===== config.mk =====
export PLATFORM = sky130hd
export DESIGN_NAME = pcg32_random_generator_unit
export DESIGN_NICKNAME = d
export VERILOG_FILES = /design/src/rtl/pcg_pkg.sv /design/src/rtl/pcg_div.sv /design/src/rtl/pcg_dp.sv /design/src/rtl/pcg_ctrl.sv /design/src/rtl/pcg32_random_generator_unit.sv
export SDC_FILE = /design/constraint.sdc
export NUM_CORES = 2
export LEC_CHECK = 0
export BUFFER_PORTS_ARGS = -buffer_cell sky130_fd_sc_hd__buf_2
export CELL_PAD_IN_SITES_DETAIL_PLACEMENT = 1
export CELL_PAD_IN_SITES_GLOBAL_PLACEMENT = 1
export CORE_AREA = 8 8 370 408
export CTS_BUF_LIST = sky130_fd_sc_hd__clkbuf_8
export CTS_CLUSTER_DIAMETER = 80
export DETAILED_ROUTE_END_ITERATION = 8
export DIE_AREA = 0 0 378 416
export PLACE_DENSITY_LB_ADDON = 0.2
export SETUP_SLACK_MARGIN = 0.2
export SLEW_MARGIN = 10
export SYNTH_ARGS = -nofsm -noshare
export SYNTH_HDL_FRONTEND = slang
export SYNTH_SLANG_ARGS = --single-unit

===== constraint.sdc =====
create_clock -name clk_i -period 12.2 [get_ports clk_i]
set_clock_uncertainty 0.1 [all_clocks]
set_input_delay 1.22 -clock clk_i [delete_from_list [all_inputs] [get_ports clk_i]]
set_output_delay 1.22 -clock clk_i [all_outputs]
set_load 0.01 [all_outputs]

===== src/rtl/pcg_pkg.sv =====
// Package for the PCG32 random generator unit: types, codes and constants.
// Shared by the controller, the datapath, the divider, the top level and the checker.
// Depends on nothing.
`default_nettype none

package pcg_pkg;

  localparam int unsigned DATA_W = 32;
  localparam int unsigned STATE_W = 64;
  localparam int unsigned DIV_CNT_W = $clog2(DATA_W);
  localparam int unsigned WARMUP_STEPS_DEF = 10;

  localparam logic [DATA_W-1:0] LCG_MUL_LO = 32'h4C95_7F2D;
  localparam logic [DATA_W-1:0] LCG_MUL_HI = 32'h5851_F42D;
  localparam logic [DATA_W-1:0] ALL_ONES = {DATA_W{1'b1}};

  typedef enum logic [1:0] {
    OP_RESEED = 2'd0,
    OP_RAW    = 2'd1,
    OP_RANGED = 2'd2,
    OP_NONE   = 2'd3
  } op_e;

  typedef enum logic [1:0] {
    ST_OK         = 2'd0,
    ST_NOT_SEEDED = 2'd1,
    ST_BAD_RANGE  = 2'd2
  } status_e;

  typedef enum logic [1:0] {
    MUL_IDLE,
    MUL_LO,
    MUL_X1,
    MUL_X2
  } mul_ph_e;

  typedef enum logic {
    DIV_LIMIT,
    DIV_DRAW
  } div_sel_e;

  typedef enum logic [3:0] {
    S_IDLE,
    S_DISPATCH,
    S_STEP_LO,
    S_STEP_X1,
    S_STEP_X2,
    S_ADD_SEED,
    S_LIMIT_DIV,
    S_MOD_DIV,
    S_DONE
  } fsm_e;

  typedef struct packed {
    logic     accept;
    logic     clr_state;
    logic     add_seed;
    mul_ph_e  mul_ph;
    logic     div_start;
    div_sel_e div_sel;
    logic     load_limit;
    logic     load_result;
    status_e  res_status;
  } cmd_t;

  typedef struct packed {
    op_e  op;
    logic range_bad;
    logic span_zero;
    logic reject;
    logic div_done;
  } sts_t;

endpackage

`default_nettype wire


===== src/rtl/pcg_div.sv =====
// Iterative 32-bit remainder unit, one quotient bit per cycle.
// Uses pcg_pkg for widths.
`default_nettype none

module pcg_div
  import pcg_pkg::*;
(
  input  wire logic              clk_i,
  input  wire logic              rst_ni,
  input  wire logic              start_i,
  input  wire logic [DATA_W-1:0] dividend_i,
  input  wire logic [DATA_W-1:0] divisor_i,
  output logic                   done_o,
  output logic [DATA_W-1:0]      rem_o
);

  logic                 busy_q, busy_d;
  logic                 done_q, done_d;
  logic [DIV_CNT_W-1:0] cnt_q, cnt_d;
  logic [DATA_W-1:0]    rem_q, rem_d;
  logic [DATA_W-1:0]    dvd_q, dvd_d;
  logic [DATA_W:0]      trial;
  logic [DATA_W:0]      diff;

  assign trial = {rem_q, dvd_q[DATA_W-1]};
  assign diff  = trial - {1'b0, divisor_i};

  always_comb begin
    busy_d = busy_q;
    done_d = 1'b0;
    cnt_d  = cnt_q;
    rem_d  = rem_q;
    dvd_d  = dvd_q;
    if (start_i) begin
      busy_d = 1'b1;
      cnt_d  = '0;
      rem_d  = '0;
      dvd_d  = dividend_i;
    end else if (busy_q) begin
      rem_d = diff[DATA_W] ? trial[DATA_W-1:0] : diff[DATA_W-1:0];
      dvd_d = {dvd_q[DATA_W-2:0], 1'b0};
      cnt_d = cnt_q + 1'b1;
      if (cnt_q == DIV_CNT_W'(DATA_W - 1)) begin
        busy_d = 1'b0;
        done_d = 1'b1;
      end
    end
  end

  always_ff @(posedge clk_i or negedge rst_ni) begin
    if (!rst_ni) begin
      busy_q <= 1'b0;
      done_q <= 1'b0;
      cnt_q  <= '0;
    end else begin
      busy_q <= busy_d;
      done_q <= done_d;
      cnt_q  <= cnt_d;
    end
  end

  always_ff @(posedge clk_i) begin
    rem_q <= rem_d;
    dvd_q <= dvd_d;
  end

  assign done_o = done_q;
  assign rem_o  = rem_q;

endmodule

`default_nettype wire


===== src/rtl/pcg_dp.sv =====
// Datapath of the PCG32 generator: seed and state registers, shared 32x32 multiplier,
// output permutation, range logic and result registers. Uses pcg_pkg and pcg_div.
`default_nettype none

module pcg_dp
  import pcg_pkg::*;
(
  input  wire logic                  clk_i,
  input  wire logic                  rst_ni,
  input  wire cmd_t                  cmd_i,
  output sts_t                       sts_o,
  input  wire logic [2*DATA_W-1:0]   in_data_i,
  input  wire logic [1:0]            in_user_i,
  input  wire logic                  cfg_we_i,
  input  wire logic [STATE_W-1:0]    cfg_data_i,
  output logic      [2*DATA_W-1:0]   out_data_o,
  output logic      [1:0]            out_user_o
);

  logic [STATE_W-1:0]  seed_q;
  logic [STATE_W-1:0]  state_q, state_d;
  logic [STATE_W-1:0]  acc_q, acc_d;
  logic [DATA_W-1:0]   draw_q, draw_d;
  logic [DATA_W-1:0]   lo_q, hi_q;
  op_e                 op_q;
  logic [DATA_W-1:0]   limit_q;
  logic [DATA_W-1:0]   raw_q, ranged_q;
  status_e             status_q;

  logic [DATA_W-1:0]   mul_a, mul_b;
  logic [STATE_W-1:0]  product;
  logic [STATE_W-1:0]  mixed;
  logic [DATA_W-1:0]   xs;
  logic [4:0]          rot;
  logic [2*DATA_W-1:0] xs_twice;
  logic [DATA_W-1:0]   perm;
  logic [DATA_W-1:0]   span;
  logic                span_zero;
  logic [DATA_W-1:0]   div_dividend;
  logic                div_done;
  logic [DATA_W-1:0]   div_rem;
  logic [DATA_W-1:0]   offset;
  logic [DATA_W-1:0]   raw_d, ranged_d;

  // The permuted word is taken from the state before the step.
  assign mixed    = state_q ^ (state_q >> 18);
  assign xs       = mixed[58:27];
  assign rot      = state_q[63:59];
  assign xs_twice = {xs, xs} >> rot;
  assign perm     = xs_twice[DATA_W-1:0];

  always_comb begin
    unique case (cmd_i.mul_ph)
      MUL_X1: begin
        mul_a = state_q[STATE_W-1:DATA_W];
        mul_b = LCG_MUL_LO;
      end
      MUL_X2: begin
        mul_a = state_q[DATA_W-1:0];
        mul_b = LCG_MUL_HI;
      end
      default: begin
        mul_a = state_q[DATA_W-1:0];
        mul_b = LCG_MUL_LO;
      end
    endcase
  end

  assign product = STATE_W'(mul_a) * STATE_W'(mul_b);

  always_comb begin
    state_d = state_q;
    acc_d   = acc_q;
    draw_d  = draw_q;
    if (cmd_i.clr_state) begin
      state_d = '0;
    end else if (cmd_i.add_seed) begin
      state_d = state_q + seed_q;
    end else begin
      unique case (cmd_i.mul_ph)
        MUL_LO: begin
          acc_d  = product + STATE_W'(1);
          draw_d = perm;
        end
        MUL_X1: begin
          acc_d[STATE_W-1:DATA_W] = acc_q[STATE_W-1:DATA_W] + product[DATA_W-1:0];
        end
        MUL_X2: begin
          state_d = {acc_q[STATE_W-1:DATA_W] + product[DATA_W-1:0], acc_q[DATA_W-1:0]};
        end
        default: begin
        end
      endcase
    end
  end

  assign span      = hi_q - lo_q + DATA_W'(1);
  assign span_zero = (span == '0);

  assign div_dividend = (cmd_i.div_sel == DIV_LIMIT) ? ALL_ONES : draw_q;

  pcg_div u_div (
    .clk_i      (clk_i),
    .rst_ni     (rst_ni),
    .start_i    (cmd_i.div_start),
    .dividend_i (div_dividend),
    .divisor_i  (span),
    .done_o     (div_done),
    .rem_o      (div_rem)
  );

  assign offset = span_zero ? draw_q : div_rem;

  always_comb begin
    raw_d    = '0;
    ranged_d = '0;
    unique case (cmd_i.res_status)
      ST_BAD_RANGE: ranged_d = lo_q;
      ST_OK: begin
        if (op_q == OP_RAW) begin
          raw_d = draw_q;
        end else if (op_q == OP_RANGED) begin
          ranged_d = lo_q + offset;
        end
      end
      default: begin
      end
    endcase
  end

  always_ff @(posedge clk_i or negedge rst_ni) begin
    if (!rst_ni) begin
      seed_q  <= '0;
      state_q <= '0;
    end else begin
      if (cfg_we_i) begin
        seed_q <= cfg_data_i;
      end
      state_q <= state_d;
    end
  end

  always_ff @(posedge clk_i) begin
    acc_q  <= acc_d;
    draw_q <= draw_d;
    if (cmd_i.accept) begin
      lo_q <= in_data_i[DATA_W-1:0];
      hi_q <= in_data_i[2*DATA_W-1:DATA_W];
      op_q <= op_e'(in_user_i);
    end
    if (cmd_i.load_limit) begin
      limit_q <= ALL_ONES - div_rem;
    end
    if (cmd_i.load_result) begin
      raw_q    <= raw_d;
      ranged_q <= ranged_d;
      status_q <= cmd_i.res_status;
    end
  end

  assign sts_o.op        = op_q;
  assign sts_o.range_bad = ($signed(lo_q) > $signed(hi_q));
  assign sts_o.span_zero = span_zero;
  assign sts_o.reject    = (draw_q >= limit_q);
  assign sts_o.div_done  = div_done;

  assign out_data_o = {ranged_q, raw_q};
  assign out_user_o = status_q;

endmodule

`default_nettype wire


===== src/rtl/pcg_ctrl.sv =====
// Controller of the PCG32 generator: sequences reseeds, generator steps, divisions
// and the result handshake. Uses pcg_pkg.
`default_nettype none

module pcg_ctrl
  import pcg_pkg::*;
#(
  parameter int unsigned WARMUP_STEPS = WARMUP_STEPS_DEF
) (
  input  wire logic clk_i,
  input  wire logic rst_ni,
  input  wire logic in_valid_i,
  output logic      in_ready_o,
  output logic      out_valid_o,
  input  wire logic out_ready_i,
  input  wire sts_t sts_i,
  output cmd_t      cmd_o
);

  localparam int unsigned CNT_W = $clog2(WARMUP_STEPS + 2);
  localparam logic [CNT_W-1:0] CNT_LAST = CNT_W'(WARMUP_STEPS + 1);

  fsm_e             state_q, state_d;
  logic [CNT_W-1:0] cnt_q, cnt_d;
  logic             seeded_q, seeded_d;
  logic             ovalid_q, ovalid_d;
  status_e          res_q, res_d;

  always_comb begin
    state_d  = state_q;
    cnt_d    = cnt_q;
    seeded_d = seeded_q;
    res_d    = res_q;
    cmd_o             = '0;
    cmd_o.mul_ph      = MUL_IDLE;
    cmd_o.div_sel     = DIV_LIMIT;
    cmd_o.res_status  = res_q;

    unique case (state_q)
      S_IDLE: begin
        if (in_valid_i) begin
          cmd_o.accept = 1'b1;
          state_d      = S_DISPATCH;
        end
      end
      S_DISPATCH: begin
        res_d = ST_OK;
        unique case (sts_i.op)
          OP_RESEED: begin
            cmd_o.clr_state = 1'b1;
            seeded_d        = 1'b1;
            cnt_d           = '0;
            state_d         = S_STEP_LO;
          end
          OP_RAW: begin
            if (!seeded_q) begin
              res_d   = ST_NOT_SEEDED;
              state_d = S_DONE;
            end else begin
              state_d = S_STEP_LO;
            end
          end
          OP_RANGED: begin
            if (!seeded_q) begin
              res_d   = ST_NOT_SEEDED;
              state_d = S_DONE;
            end else if (sts_i.range_bad) begin
              res_d   = ST_BAD_RANGE;
              state_d = S_DONE;
            end else if (sts_i.span_zero) begin
              state_d = S_STEP_LO;
            end else begin
              cmd_o.div_start = 1'b1;
              cmd_o.div_sel   = DIV_LIMIT;
              state_d         = S_LIMIT_DIV;
            end
          end
          default: state_d = S_DONE;
        endcase
      end
      S_LIMIT_DIV: begin
        if (sts_i.div_done) begin
          cmd_o.load_limit = 1'b1;
          state_d          = S_STEP_LO;
        end
      end
      S_STEP_LO: begin
        cmd_o.mul_ph = MUL_LO;
        state_d      = S_STEP_X1;
      end
      S_STEP_X1: begin
        cmd_o.mul_ph = MUL_X1;
        state_d      = S_STEP_X2;
      end
      S_STEP_X2: begin
        cmd_o.mul_ph = MUL_X2;
        unique case (sts_i.op)
          OP_RESEED: begin
            if (cnt_q == '0) begin
              state_d = S_ADD_SEED;
            end else if (cnt_q == CNT_LAST) begin
              state_d = S_DONE;
            end else begin
              cnt_d   = cnt_q + 1'b1;
              state_d = S_STEP_LO;
            end
          end
          OP_RANGED: begin
            if (sts_i.span_zero) begin
              state_d = S_DONE;
            end else if (sts_i.reject) begin
              state_d = S_STEP_LO;
            end else begin
              cmd_o.div_start = 1'b1;
              cmd_o.div_sel   = DIV_DRAW;
              state_d         = S_MOD_DIV;
            end
          end
          default: state_d = S_DONE;
        endcase
      end
      S_ADD_SEED: begin
        cmd_o.add_seed = 1'b1;
        cnt_d          = CNT_W'(1);
        state_d        = S_STEP_LO;
      end
      S_MOD_DIV: begin
        cmd_o.div_sel = DIV_DRAW;
        if (sts_i.div_done) begin
          state_d = S_DONE;
        end
      end
      S_DONE: begin
        if (!ovalid_q || out_ready_i) begin
          cmd_o.load_result = 1'b1;
          state_d           = S_IDLE;
        end
      end
      default: state_d = S_IDLE;
    endcase
  end

  always_comb begin
    ovalid_d = ovalid_q && !out_ready_i;
    if (cmd_o.load_result) begin
      ovalid_d = 1'b1;
    end
  end

  always_ff @(posedge clk_i or negedge rst_ni) begin
    if (!rst_ni) begin
      state_q  <= S_IDLE;
      cnt_q    <= '0;
      seeded_q <= 1'b0;
      ovalid_q <= 1'b0;
      res_q    <= ST_OK;
    end else begin
      state_q  <= state_d;
      cnt_q    <= cnt_d;
      seeded_q <= seeded_d;
      ovalid_q <= ovalid_d;
      res_q    <= res_d;
    end
  end

  assign in_ready_o  = (state_q == S_IDLE);
  assign out_valid_o = ovalid_q;

endmodule

`default_nettype wire


===== src/rtl/pcg32_random_generator_unit.sv =====
// A raw draw runs one generator step; a reseed runs WARMUP_STEPS + 2 steps, adding the seed
// after the first; a ranged draw runs a remainder pass for the limit, a step per draw until
// one is kept and a remainder pass on it; a full-range draw runs one step. One request is in
// flight at a time; the 64-bit LCG step takes three passes through one 32x32 multiplier.
// The result register lets a new request enter while the last result waits.
// Reset clears the state, the seed register and the seeded flag; draws report not seeded.
`default_nettype none

module pcg32_random_generator_unit
  import pcg_pkg::*;
#(
  parameter int unsigned WARMUP_STEPS = WARMUP_STEPS_DEF
) (
  input  wire logic                  clk_i,
  input  wire logic                  rst_ni,
  input  wire logic                  s_axis_tvalid_i,
  output logic                       s_axis_tready_o,
  input  wire logic [2*DATA_W-1:0]   s_axis_tdata_i,  // range_low, range_high
  input  wire logic [1:0]            s_axis_tuser_i,  // opcode
  output logic                       m_axis_tvalid_o,
  input  wire logic                  m_axis_tready_i,
  output logic      [2*DATA_W-1:0]   m_axis_tdata_o,  // raw_word, ranged_value
  output logic      [1:0]            m_axis_tuser_o,  // status
  input  wire logic                  cfg_valid_i,
  output logic                       cfg_ready_o,
  input  wire logic [STATE_W-1:0]    cfg_data_i       // seed_value
);

  cmd_t cmd;
  sts_t sts;

  assign cfg_ready_o = 1'b1;

  pcg_ctrl #(
    .WARMUP_STEPS (WARMUP_STEPS)
  ) u_ctrl (
    .clk_i       (clk_i),
    .rst_ni      (rst_ni),
    .in_valid_i  (s_axis_tvalid_i),
    .in_ready_o  (s_axis_tready_o),
    .out_valid_o (m_axis_tvalid_o),
    .out_ready_i (m_axis_tready_i),
    .sts_i       (sts),
    .cmd_o       (cmd)
  );

  pcg_dp u_dp (
    .clk_i      (clk_i),
    .rst_ni     (rst_ni),
    .cmd_i      (cmd),
    .sts_o      (sts),
    .in_data_i  (s_axis_tdata_i),
    .in_user_i  (s_axis_tuser_i),
    .cfg_we_i   (cfg_valid_i && cfg_ready_o),
    .cfg_data_i (cfg_data_i),
    .out_data_o (m_axis_tdata_o),
    .out_user_o (m_axis_tuser_o)
  );

endmodule

`default_nettype wire


**Word level (Yosys, flattened, before mapping)**

Cells that the tools add are included.

- $add $sub $neg: 10
- Multipliers: 1
- Order comparisons: 2
- Equal/unequal tests: 24
- Shift operators: 1
- Mux-type cells: 66
- Bitwise logic cells: 3
- Reductions and logical operators: 19

Operators with widths:

| operator | count |
|---|---|
| 2-to-1 mux 32 bit | 8 |
| 2-to-1 mux 64 bit | 3 |
| one-hot mux 32 bit (2 select lines) | 2 |
| adder 32 bit | 2 |
| adder 64 x 1 -> 64 bit, second input constant | 1 |
| adder 64 bit | 1 |
| >> shifter 64 x 5 -> 32 bit | 1 |
| multiplier 32 x 31 -> 63 bit | 1 |
| bitwise XOR 59 x 46 -> 59 bit | 1 |
| 2-to-1 mux 4 bit | 14 |
| one-hot mux 4 bit (9 select lines) | 1 |
| subtractor 33 x 32 -> 33 bit | 1 |
| adder 32 x 1 -> 32 bit, second input constant | 1 |
| greater-or-equal comparator 32 bit | 1 |
| > comparator 32 bit | 1 |
| zero test 32 bit | 1 |
| subtractor 32 bit | 1 |
| subtractor 32 bit, first input constant | 1 |
| 2-to-1 mux 29 bit | 1 |
| one-hot mux 4 bit (3 select lines) | 2 |
| 2-to-1 mux 2 bit | 9 |
| 2-to-1 mux 1 bit | 17 |
| equality test 4 x 3 -> 1 bit, second input constant | 4 |
| 2-to-1 mux 5 bit | 2 |
| 28 further kinds | 49 |

- Bits in registers: 471
- Input port bits: 135
- Output and inout bits: 69
- Logic and storage cells: 148

**Longest topological paths before layout**

- Word-level depth: 10
- Mapped depth: 50
- Gate-level depth less buffers: 45

**By module**

A second synthesis with hierarchy kept.

- Cells, all modules: 6104
- Area, all modules: 58179.5 µm²

Modules (own cells, without submodules):

| module | instances | cells each | area each (µm²) | seq. area each (µm²) |
|---|---|---|---|---|
| pcg_dp | 1 | 5454 | 52122.5 | 11010.6 |
| pcg_div | 1 | 535 | 5072.4 | 1776.7 |
| pcg_ctrl | 1 | 113 | 973.4 | 300.3 |
| pcg32_random_generator_unit | 1 | 2 | 11.3 | 0.0 |

**Least setup slack after synthesis**

OpenSTA, ideal clock, no wires.

- Path kind: register to register
- Start point: register u_ctrl.state_q[0]
- End point: register u_dp.acc_q[62], data pin
- Library setup time: 266 ps
- Arrival time: 10291 ps
- Required time: 11834 ps
- Path slack: 1543 ps
- Stages on the path, launching flop included: 38
- Path buffers: 5
- Period minus slack after synthesis: 10657 ps
- Cell sequence: dfrtp_1 clkbuf_1 clkbuf_1 nand3_1 a21oi_1 ha_1 clkbuf_1 clkbuf_1 mux2i_1 inv_1 fa_1 inv_1 fa_1 inv_1 fa_1 inv_1 fa_1 inv_1 (+2 left out) fa_1 inv_1 fa_1 inv_1 ha_1 clkbuf_1 a21oi_1 o21a_1 o211ai_1 or3_1 a211o_1 a21bo_2 xor2_1 nor4b_2 nand4_1 nor4_1 xor2_1 o21ai_1

- Cells in the longest elaborated chain, start to end: 7
- Elaborated cells between the ends (all ways): 13
- Classes of those cells: add/sub (2); mul (1); eq/ne (6); mux (4)

Ends and longest elaborated chain:

| what | RTL line | RTL |
|---|---|---|
| start: declaration | pcg_ctrl.sv:23 | `fsm_e state_q, state_d;` |
| start signal: assignment | pcg_ctrl.sv:158 | `state_q <= state_d;` |
| equality test 4 x 3 -> 1 bit / equality test 4 x 2 -> 1 bit (equally long branches) | pcg_ctrl.sv:39 | `unique case (state_q)` |
| one-hot mux 2 bit (3 select lines) (*) | pcg_ctrl.sv:39 |  |
| equality test 2 bit, on equally long branches | pcg_dp.sv:53, pcg_dp.sv:80 |  |
| 2-to-1 mux 32 bit / 2-to-1 mux 29 bit (equally long branches) | pcg_dp.sv:53 | `unique case (cmd_i.mul_ph)` |
| multiplier 32 x 31 -> 63 bit | pcg_dp.sv:69 | `assign product = STATE_W'(mul_a) * STATE_W'(mul_b);` |
| adder 64 x 1 -> 64 bit / adder 32 bit (equally long branches) | pcg_dp.sv:82, pcg_dp.sv:86 |  |
| one-hot mux 32 bit (2 select lines) (*) | pcg_dp.sv:80 | `unique case (cmd_i.mul_ph)` |
| end signal: assignment | pcg_dp.sv:144 | `acc_q <= acc_d;` |
| end: declaration | pcg_dp.sv:22 | `logic [STATE_W-1:0] acc_q, acc_d;` |

Mark *: on every way between the ends. The rest lies on a longest branch, timed or not.
A chain may end at the register's enable or synchronous reset.

**Worst setup path after layout**

- Start point: register u_ctrl.state_q[2]
- End point: register u_dp.acc_q[55], data pin

Same word-level chain as after synthesis.

==> results by group <==
Critical path
  • Worst Reg2Reg Path Length in Cells: 38
  • CP peak stage delay: 0.57 ns
  • Crit Path Category: flop to flop
  • CP Capture Type: flop
  • Data arrival, critical path: around 12 ns
  • Critical Path RT: 12.62 ns
  • Reg-to-Reg End: u_dp.acc_q[55]
  • R2r setup slk: between 0.7 and 0.8 ns
  • CP most frequent cell: inv_1
  • CP max stage cell: fa_1
  • CP Launch Type: flop
  • CP Max Fanout: 20
  • Reg2reg start: u_ctrl.state_q[2]

Route
  • DR pass1 iterations: 5
  • Initial DRC count: between 2000 and 2500
  • DRT Wirelength: approximately 200000 um
  • Max layer used: met4
  • DRC Markers: 0
  • Routed len/inst: about 24 um
  • Metal2 WL: 102100 um
  • Vias per cell: between 5 and 6
  • Met3 WL: about 8600 um
  • Post-Route M1 WL: roughly 83000 um
  • Vias after detailed routing: roughly 45000
  • Post-DRT Antenna Nets: 0

Clock network
  • Clk sinks: approximately 470
  • Hold buffers post-CTS: 0
  • CTS Buf Count: between 90 and 100
  • CTS max path bufs: 3
  • CTS tree: yes
  • Worst-path clk slew: ~0.060 ns
  • Htree depth: 3
  • Clock Tree Root: clkbuf_8
  • Clock Latency Late Sink: 0.83 ns
  • Setup bufs post-CTS: 0

Place
  • I/O Buffers: 202
  • Final GP Congestion: 0.9343
  • Post-DP HPWL: ~170000 um

Synthesis
  • Post-synth EDFFs: 292
  • Post-Syn Area per Cell: between 9 and 10 sq um
  • Synth Area in XOR/XNOR: 0.04588
  • Yosys top cell area share: 0.1898
  • Area fraction in compound gates after synthesis: 0.1374
  • Post-Synth Simple-Gate Area: 0.1044
  • Seq/Total Area, Yosys: 0.2294
  • FF+latch count, synth: approximately 470
  • Main combinational cell family by area after synthesis: adder cells
  • Asr flop ratio synth: 0.3121
  • Cell count after synthesis: approximately 6000
  • Count leader, synth: inv_1
  • Mux cell area share after synthesis: 0.05669
  • Top_reg_cell synth: edfxtp_1
  • Count of cell types in the netlist: between 100 and 150
  • Synthesized area: around 57000 sq um
  • Synth area leaders: fa_1 (19%), ha_1 (16%), edfxtp_1 (15%), inv_1 (6.6%), dfrtp_1 (6.4%)
  • Synth cell count leaders: inv_1 (1008), ha_1 (712), fa_1 (541)
  • Post-synthesis adder-cell area fraction: 0.3460
  • Total number of yosys warnings: 0
  • Cell accounting for the most synthesized area: fa_1

Finish
  • Share of cells above drive strength 1: 0.1090
  • Fillers: approximately 17000
  • Post-layout net count: 7639
  • Top flop regs: u_dp.acc_q: 64 flops, u_dp.seed_q: 64 flops, u_dp.state_q: 64 flops
  • Area Growth Syn to Fin: 10.52%

STA
  • Final slew viol count: 0
  • Fin crit period: roughly 11 ns
  • Final Setup Violations: 0
  • Worst Tran Pin Value: around 1.1 ns
  • Fmax: 87.34 MHz
  • RSZ-0062 raised after global routing: true
  • Period utilisation layout: 0.9385
  • Setup Total Neg Slack: 0 ns
  • Hold Vio Cnt, Final: 0
  • Slew HR: 0.2202

Status
  • Status: complete, no violations

Global route
  • Vias in the first global route: 48804
  • Grt ovf: 0
  • Global-route wire length before repair: 307200 um
  • GRT Overall Usage: 0.2556
  • Initial antenna violation count: 4
  • Largest net degree at the start of global routing: 95

Run
  • Max cap viols: 0

Die
  • Die area: between 150000 and 200000 sq um
  • Row count: roughly 150
  • Die H: 416 um
  • Chip Width: approximately 380 um
  • Core Box Area: 144600 sq um
  • Number of I/O pins: around 200
  • Initial core utilization: 0.3946

Worst hold path
  • Hold Path Class: primary input to async pin
how the worst max path moves through the flow:
| stage | start | end | slack [ns] |
|---|---|---|---|
| final | u_ctrl.state_q[2] | u_dp.acc_q[55] | 0.75 |
| after global routing | u_ctrl.state_q[2] | u_dp.state_q[63] | 0.17 |
| after CTS | u_ctrl.state_q[2] | u_dp.acc_q[63] | 0.34 |
| after detailed placement | u_ctrl.state_q[2] | u_dp.acc_q[62] | 0.09 |
| after global placement | u_ctrl.state_q[2] | u_dp.acc_q[62] | 0.28 |
| after floorplan | u_ctrl.state_q[0] | u_dp.acc_q[62] | 1.54 |
cell usage in the layout (no fill, tap or decap), types with 25 or more instances in the layout:
cell type and instances:
a21oi_1 311, o22a_1 32, conb_1 32, nand2_1 359, o21ai_1 35, mux2_1 25
xor2_1 100, edfxtp_1 292, and3_1 32, dfxtp_1 32, a31oi_1 35, xnor2_1 196
o21a_1 35, fa_1 541, inv_1 1039, nand4_1 60, nand3_1 77, a211oi_1 102
nand2b_1 45, nor3_1 66, nor2b_1 43, buf_2 201, ha_1 710, mux2i_1 144
mux2_2 102, and2_1 52, o211ai_1 35, dfrtp_1 145, a21o_1 154, o21bai_1 31
o21ai_0 243, clkbuf_8 101, nor2_1 379, buf_4 159
timing repair:
item                                    in CTS  in global routing
gates resized for setup                      1                  8
endpoints found under the setup margin      12                 30
pin swaps                                    0                  0
worst max-delay path, delay by kind of cell (launching register included):
family	cells	cell delay (ns)
adders and majority gates	10	4.51
AOI/OAI and AO/OA	6	1.62
DFF	1	0.54
and+or+nand+nor	7	1.78
xor gates and xnor gates	2	0.42
buffers and inverters	12	1.80
muxes	1	0.32
per-layer routing:
metal | GRT usage | up-vias
li1 | - | 20913
met1 | 0.3185 | 22916
met2 | 0.4533 | 1000
met3 | 0.03100 | 293
met4 | 0.09139 | 0
met5 | 0 | -
cells by family (layout without fill, tap and decap cells):
| group | count (synthesis) | in the layout |
|---|---|---|
| XOR/XNOR | 298 | 298 |
| buffers and inverters | 1204 | 1550 |
| adder cells (fa/ha/maj) | 1253 | 1253 |
| multiplexers | 288 | 288 |
| other | 2 | 39 |
| flip-flops | 471 | 471 |
| AND/OR/NAND/NOR | 1236 | 1236 |
| AO/OA/AOI/OAI | 1203 | 1203 |
through the flow:
step	std cells	hold slack, ns	setup slack, ns	utilization	instance area [sq um]
floorplan	5985	0.3484	1.543	-	57160
global placement	8094	0.3993	0.2847	0.4228	61120
detailed placement	8094	0.4039	0.09085	0.4228	61120
CTS	8268	0.3636	0.3364	0.4358	63000
global route	8273	0.3905	0.1691	0.4361	63050
finish	8275	0.4100	0.7504	0.4362	63060
cell type report:
type	count	area (sq um)	share of cell area
Antenna cell	7	17.52	0.0002778
Tap cell	1937	2424	0.03844
Timing Repair Buffer	362	2231	0.03538
Clock buffer	101	1390	0.02205
Sequential cell	471	13090	0.2076
Inverter	1014	3806	0.06036
Multi-Input combinational cell	4310	39610	0.6281
Clock inverter	73	490.5	0.007778
Power is left out: the tool's default activity adds up to more than one toggle a clock period on the data nets, which glitch-free logic cannot reach.
